## config.mk

```make
export PLATFORM = sky130hd
export DESIGN_NAME = ttsw_seq
export DESIGN_NICKNAME = d
export VERILOG_FILES = /design/src/sv/ttsw_pkg.sv /design/src/sv/ttsw_seq.sv
export SDC_FILE = /design/constraint.sdc
export NUM_CORES = 1
export LEC_CHECK = 0
export ABC_AREA = 1
export BUFFER_PORTS_ARGS = -buffer_cell sky130_fd_sc_hd__buf_2
export CAP_MARGIN = 10
export CORE_UTILIZATION = 40
export CTS_CLUSTER_DIAMETER = 40
export DETAILED_ROUTE_END_ITERATION = 7
export HOLD_SLACK_MARGIN = 0.15
export PLACE_DENSITY_LB_ADDON = 0.2
export SYNTH_ARGS = -nofsm -noshare
export SYNTH_HDL_FRONTEND = slang
export SYNTH_SLANG_ARGS = --single-unit
```

## constraint.sdc

```tcl
create_clock -name clock -period 4.25 [get_ports clock]
set_input_delay 0.6375 -clock clock [delete_from_list [all_inputs] [get_ports clock]]
set_output_delay 0.6375 -clock clock [all_outputs]
set_load 0.005 [all_outputs]
```

## src/sv/ttsw_pkg.sv

```systemverilog
`timescale 1ns / 1ps
// shared types, constants, microcode table and helper functions of the terminal screen writer
package ttsw_pkg;

   localparam int COLUMNS_DEF = 40;
   localparam int ROWS_DEF    = 24;

   localparam int ACTION_W    = 2;
   localparam int CHAR_W      = 8;
   localparam int IDX_W       = 10;
   localparam int CODE_W      = 7;
   localparam int CURPOS_W    = 10;
   localparam int REQ_TDATA_W = 24;
   localparam int RSP_TDATA_W = 24;

   localparam logic [ACTION_W-1:0] ACT_WRITE = 2'd0;
   localparam logic [ACTION_W-1:0] ACT_CLEAR = 2'd1;
   localparam logic [ACTION_W-1:0] ACT_READ  = 2'd2;

   localparam logic [CODE_W-1:0] CODE_LF     = 7'h0a;
   localparam logic [CODE_W-1:0] CODE_CR     = 7'h0d;
   localparam logic [CODE_W-1:0] CODE_RUBOUT = 7'h5f;
   localparam logic [CODE_W-1:0] CODE_CURSOR = 7'h01;
   localparam logic [CODE_W-1:0] CODE_SPACE  = 7'h20;
   localparam logic [CODE_W-1:0] CODE_VIS_HI = 7'h60;

   typedef logic [4:0] step_type;

   localparam step_type S_IDLE     = 5'd0;
   localparam step_type S_DISP     = 5'd1;
   localparam step_type S_CLR_INIT = 5'd2;
   localparam step_type S_CLR_LOOP = 5'd3;
   localparam step_type S_RD       = 5'd4;
   localparam step_type S_RD2      = 5'd5;
   localparam step_type S_NL       = 5'd6;
   localparam step_type S_RUB      = 5'd7;
   localparam step_type S_RUB2     = 5'd8;
   localparam step_type S_PUT      = 5'd9;
   localparam step_type S_CHK      = 5'd10;
   localparam step_type S_SC_INIT  = 5'd11;
   localparam step_type S_SC_RD    = 5'd12;
   localparam step_type S_SC_WR    = 5'd13;
   localparam step_type S_BT_INIT  = 5'd14;
   localparam step_type S_BT_RD    = 5'd15;
   localparam step_type S_BT_WR    = 5'd16;
   localparam step_type S_SC_END   = 5'd17;
   localparam step_type S_DONE     = 5'd18;
   localparam step_type S_BOOT     = 5'd19;

   typedef enum logic [1:0] {A_RDIDX, A_UPPER, A_IDX} asel_type;
   typedef enum logic [1:0] {W_NONE, W_ALWAYS, W_MOVED, W_VISIBLE} wcond_type;
   typedef enum logic [1:0] {WA_IDX, WA_UPPER, WA_CURSOR} waddr_type;
   typedef enum logic [1:0] {WD_ZERO, WD_CHAR, WD_B} wdata_type;
   typedef enum logic [2:0] {I_HOLD, I_ZERO, I_COLS, I_BOTTOM, I_INC} idxop_type;
   typedef enum logic [2:0] {K_HOLD, K_ZERO, K_NEWLINE, K_BACK, K_ADV, K_UP} curop_type;
   typedef enum logic [1:0] {Q_HOLD, Q_ZERO, Q_READ} codeop_type;
   typedef enum logic [2:0] {C_ALWAYS, C_NOREQ, C_LAST, C_CUR_IN, C_OUTBUSY,
                             C_DISPATCH} cond_type;

   typedef struct packed {
      logic       ready;
      logic       emit;
      asel_type   asel;
      wcond_type  wcond;
      waddr_type  waddr;
      wdata_type  wdata;
      idxop_type  idxop;
      curop_type  curop;
      codeop_type codeop;
      cond_type   cond;
      step_type   tgt_t;
      step_type   tgt_f;
   } ctrl_type;

   typedef struct packed {
      logic                last;
      logic                cur_in;
      logic                out_busy;
      logic [ACTION_W-1:0] action;
      logic [CODE_W-1:0]   code;
   } stat_type;

   localparam ctrl_type CTRL_NOP = '{
      ready: 1'b0, emit: 1'b0, asel: A_IDX, wcond: W_NONE, waddr: WA_IDX,
      wdata: WD_ZERO, idxop: I_HOLD, curop: K_HOLD, codeop: Q_HOLD,
      cond: C_ALWAYS, tgt_t: S_IDLE, tgt_f: S_IDLE};

   // 0, 2..32 and above 96
   function automatic logic blank_like(input logic [CODE_W-1:0] v);
      blank_like = (v == '0) || (v > CODE_CURSOR && v <= CODE_SPACE) || (v > CODE_VIS_HI);
   endfunction

   function automatic step_type dispatch_step(input logic [ACTION_W-1:0] act,
                                              input logic [CODE_W-1:0] c);
      step_type s;
      s = S_DONE;
      if (act == ACT_WRITE) begin
         if (c == CODE_LF || c == CODE_CR) begin
            s = S_NL;
         end else if (c == CODE_RUBOUT) begin
            s = S_RUB;
         end else begin
            s = S_PUT;
         end
      end else if (act == ACT_CLEAR) begin
         s = S_CLR_INIT;
      end else if (act == ACT_READ) begin
         s = S_RD;
      end
      return s;
   endfunction

   function automatic ctrl_type ucode_rom(input step_type s);
      ctrl_type w;
      w = CTRL_NOP;
      unique case (s)
         S_IDLE: begin
            w.ready = 1'b1; w.cond = C_NOREQ; w.tgt_t = S_IDLE; w.tgt_f = S_DISP;
         end
         S_DISP: begin
            w.codeop = Q_ZERO; w.cond = C_DISPATCH;
         end
         S_CLR_INIT: begin
            w.idxop = I_ZERO; w.curop = K_ZERO; w.tgt_t = S_CLR_LOOP;
         end
         S_CLR_LOOP: begin
            w.wcond = W_ALWAYS; w.waddr = WA_IDX; w.wdata = WD_ZERO; w.idxop = I_INC;
            w.cond = C_LAST; w.tgt_t = S_DONE; w.tgt_f = S_CLR_LOOP;
         end
         S_RD: begin
            w.asel = A_RDIDX; w.tgt_t = S_RD2;
         end
         S_RD2: begin
            w.codeop = Q_READ; w.tgt_t = S_DONE;
         end
         S_NL: begin
            w.curop = K_NEWLINE; w.tgt_t = S_CHK;
         end
         S_RUB: begin
            w.curop = K_BACK; w.tgt_t = S_RUB2;
         end
         S_RUB2: begin
            w.wcond = W_ALWAYS; w.waddr = WA_CURSOR; w.wdata = WD_ZERO; w.tgt_t = S_CHK;
         end
         S_PUT: begin
            w.wcond = W_ALWAYS; w.waddr = WA_CURSOR; w.wdata = WD_CHAR;
            w.curop = K_ADV; w.tgt_t = S_CHK;
         end
         S_CHK: begin
            w.cond = C_CUR_IN; w.tgt_t = S_DONE; w.tgt_f = S_SC_INIT;
         end
         S_SC_INIT: begin
            w.idxop = I_COLS; w.tgt_t = S_SC_RD;
         end
         S_SC_RD: begin
            w.asel = A_UPPER; w.tgt_t = S_SC_WR;
         end
         S_SC_WR: begin
            w.wcond = W_MOVED; w.waddr = WA_UPPER; w.wdata = WD_B; w.idxop = I_INC;
            w.cond = C_LAST; w.tgt_t = S_BT_INIT; w.tgt_f = S_SC_RD;
         end
         S_BT_INIT: begin
            w.idxop = I_BOTTOM; w.tgt_t = S_BT_RD;
         end
         S_BT_RD: begin
            w.asel = A_IDX; w.tgt_t = S_BT_WR;
         end
         S_BT_WR: begin
            w.wcond = W_VISIBLE; w.waddr = WA_IDX; w.wdata = WD_ZERO; w.idxop = I_INC;
            w.cond = C_LAST; w.tgt_t = S_SC_END; w.tgt_f = S_BT_RD;
         end
         S_SC_END: begin
            w.curop = K_UP; w.tgt_t = S_DONE;
         end
         S_DONE: begin
            w.emit = 1'b1; w.cond = C_OUTBUSY; w.tgt_t = S_DONE; w.tgt_f = S_IDLE;
         end
         S_BOOT: begin
            w.wcond = W_ALWAYS; w.waddr = WA_IDX; w.wdata = WD_ZERO; w.idxop = I_INC;
            w.cond = C_LAST; w.tgt_t = S_IDLE; w.tgt_f = S_BOOT;
         end
         default: begin
            w.tgt_t = S_IDLE;
         end
      endcase
      return w;
   endfunction

endpackage

```

## src/sv/ttsw_seq.sv

```systemverilog
`timescale 1ns / 1ps
// microcode sequencer: step counter, control store lookup and branch logic
module ttsw_seq (
   input  logic                clock,
   input  logic                reset,
   input  logic                req_tvalid,
   input  ttsw_pkg::stat_type  stat,
   output ttsw_pkg::ctrl_type  ctrl
);
   import ttsw_pkg::*;

   step_type pc_ff;
   step_type pc_in;

   assign ctrl = ucode_rom(pc_ff);

   always_comb begin
      unique case (ctrl.cond)
         C_ALWAYS:   pc_in = ctrl.tgt_t;
         C_NOREQ:    pc_in = req_tvalid ? ctrl.tgt_f : ctrl.tgt_t;
         C_LAST:     pc_in = stat.last ? ctrl.tgt_t : ctrl.tgt_f;
         C_CUR_IN:   pc_in = stat.cur_in ? ctrl.tgt_t : ctrl.tgt_f;
         C_OUTBUSY:  pc_in = stat.out_busy ? ctrl.tgt_t : ctrl.tgt_f;
         C_DISPATCH: pc_in = dispatch_step(stat.action, stat.code);
         default:    pc_in = S_IDLE;
      endcase
   end

   always_ff @(posedge clock) begin
      if (reset) begin
         pc_ff <= S_BOOT;
      end else begin
         pc_ff <= pc_in;
      end
   end

   a_accept_dispatch: assert property (@(posedge clock) disable iff (reset)
      (pc_ff == S_IDLE && req_tvalid) |=> (pc_ff == S_DISP))
      else $error("accepted request not dispatched");

endmodule

```

==> impl_metrics.ini <==
[synthesis]
synth_cell_types = 24
synth_compound_gate_area_share_pct = 9.205
netlist_top_cells_area = nand2_1 (18%), nand3_1 (12%), dfxtp_1 (11%), inv_1 (11%), nor2_4 (10%)
postSynthCellCount = 164
syn_avg_cell_area_um2 = 5.470
yosys_warnings = 0
syn_nets = 179
synth_top_family_by_area = simple AND/OR/NAND/NOR gates
ys_ff_latch = 5
netlist_area_um2 = 897.1
muxShareOfSynthArea_pct = 0
ys_seq_area_share_pct = 11.16
synth_fa_ha_area_share_pct = 0
synth_top_area_share_pct = 18.41
synth-simple-area-share_pct = 63.74
synth_xor_area_share_pct = 0
yosysTopAreaCell = nand2_1

[power]
power_per_cell_area_nw_per_um2 = 610.9
total_power_uw = 713.1
vdd_ir_drop_max_v = 0.0002533
leakage_uw = 0.0007842

[setup_path]
crit_fanout = 14
cp_data_required_time_ns = 3.61
cp_slowest_stage_delay_ns = 0.67
slowest_stage = dfxtp_1
cp_cell_sequence = nor3_1 > nand2_1 > inv_1 > nor2_1 > nand3_1 > buf_2
end_kind = output port
startpoint_type = flip-flop
path_class = reg2out
crit_arrival_ns = 1.78

[sta]
relSlewSlack_pct = 61.95
skew_ns = 0.004214
fmax_mhz = 413.8
rsz0062_at_grt = no
min_period_ns = 2.417
slew_viol_final = 0
setup_viol = 0
tightest_slew_ns = 0.5700
period_share_pct = 56.86
fin_ws_ns = 1.833
tns_ns = 0
finalHoldViolations = 0

[cts]
clk_pin_slew_ns = 0.05
root_buffer = clkbuf_4
cts_max_path_buffers = 2
clkLatencyLatePin_ns = 0.24
cts_buffers = 3
cts_hold_buf = 0
post_cts_buffers = 0
cts_resized = 0
cts_tree = yes
clock_sinks = 5
htreeDepth = 1

[routing]
vias = 1196
ant_nets = 0
drt-total-wl_mm = 2.716
wl_per_cell_um = 11.41
drt_iter0_drc = 29
routed_via_density = 5.025
drcViolationCount = 0
firstDrtPassIters = 4

[global_routing]
overflow = 0
grt_first_pass_wirelength_mm = 4.402
grt_max_degree = 15
grt_usage_pct = 22.86
antenna_found_initial = 0
grt_pass1_vias = 1089

[finish]
largest_reg_flops = 5
largest_registers = pc_ff: 5 flops
fin_cells = 238
fillCellCount = 233
drive_above_1_share_pct = 36.97
final_area_um2 = 1167
diodes = 0
top_register = pc_ff
final_common_cell = buf_2
final_nets = 227
final_cell_mix = buf_2 (45), nand2_1 (44), inv_1 (26)
syn_to_final_growth_pct = 30.13

[placement]
gp_congestion = 0.9716
pre_cts_slack_ns = 2.101
dp_cells = 234
dpl_cell_area_um2 = 1141
port-buffer-count = 45
dp_hpwl_mm = 2.303

[die]
die_h_um = 49.36
die_area_um2 = 2436
core_um2 = 2042
rows = 16
die_w_um = 49.36
start_util_pct = 43.93
io_pins = 46

[outcome]
status = finished, final reports clean

[hold_path]
hp-class = in2reg

[job]
drv_cap = 0
## logic make-up after synthesis
group / Yosys count
AO/OA/AOI/OAI: 12
buffers and inverters: 36
flip-flops: 5
AND/OR/NAND/NOR: 111
## worst max-delay path, delay by kind of cell, from the launching register on
family                 cells  cell delay, ns
flip-flops                 1            0.67
AND/OR/NAND/NOR            4            0.67
buffers and inverters      2            0.20
## cells in the mapped netlist (all sizes together)
cell and number:
o211ai 2, o31ai 1, nand3 26, o21bai 1
nor3 4, buf 2, dfxtp 5, inv 34
a21oi 3, nand4 1, a31oi 1, nand2 50
nor2 30, o21ai 3, o311ai 1
## where the power goes
part	internal [µW]	switching (µW)
logic	210	341
registers	63.9	44.0
clock network	35.5	18.8
total	309	404
## per-stage QoR
stage / util [%] / hold WS, ns
finish: 57.17 / 0.5699
global route: 57.17 / 0.5588
detailed placement: 55.88 / 0.8181
CTS: 57.17 / 0.5679
floorplan: - / 0.7069
global placement: 55.88 / 0.8237
## metal layers
| metal | vias to the layer above | part of all wire [%] | routed length [µm] | GRT usage (%) |
|---|---|---|---|---|
| li1 | 605 | - | - | - |
| met1 | 525 | 41 | 1125 | 26.35 |
| met2 | 64 | 51 | 1380 | 41.78 |
| met3 | 2 | 7.4 | 202 | 2.804 |
| met4 | 0 | 0.29 | 8 | 9.314 |
| met5 | - | 0 | 0 | 0 |
## final cells by class
type / instances / area [µm²] / area share, %
inverters: 34 / 127.6 / 10.93
well taps: 27 / 33.78 / 2.894
clock buffers: 4 / 26.28 / 2.251
multi-input cells: 123 / 654.4 / 56.06
repair buffers: 45 / 225.2 / 19.29
flip-flops and latches: 5 / 100.1 / 8.574
## path summary, 6_finish.rpt
kind,from,end,slack [ns],cells past startpoint
setup reg to reg,pc_ff[4],pc_ff[1],2.38,9
setup / recovery,pc_ff[4],ctrl[8],1.83,6
hold reg to reg,pc_ff[0],pc_ff[4],0.85,5
hold / removal,reset,pc_ff[2],0.57,2
No activity file was read; power rests on OpenSTA's default activity.
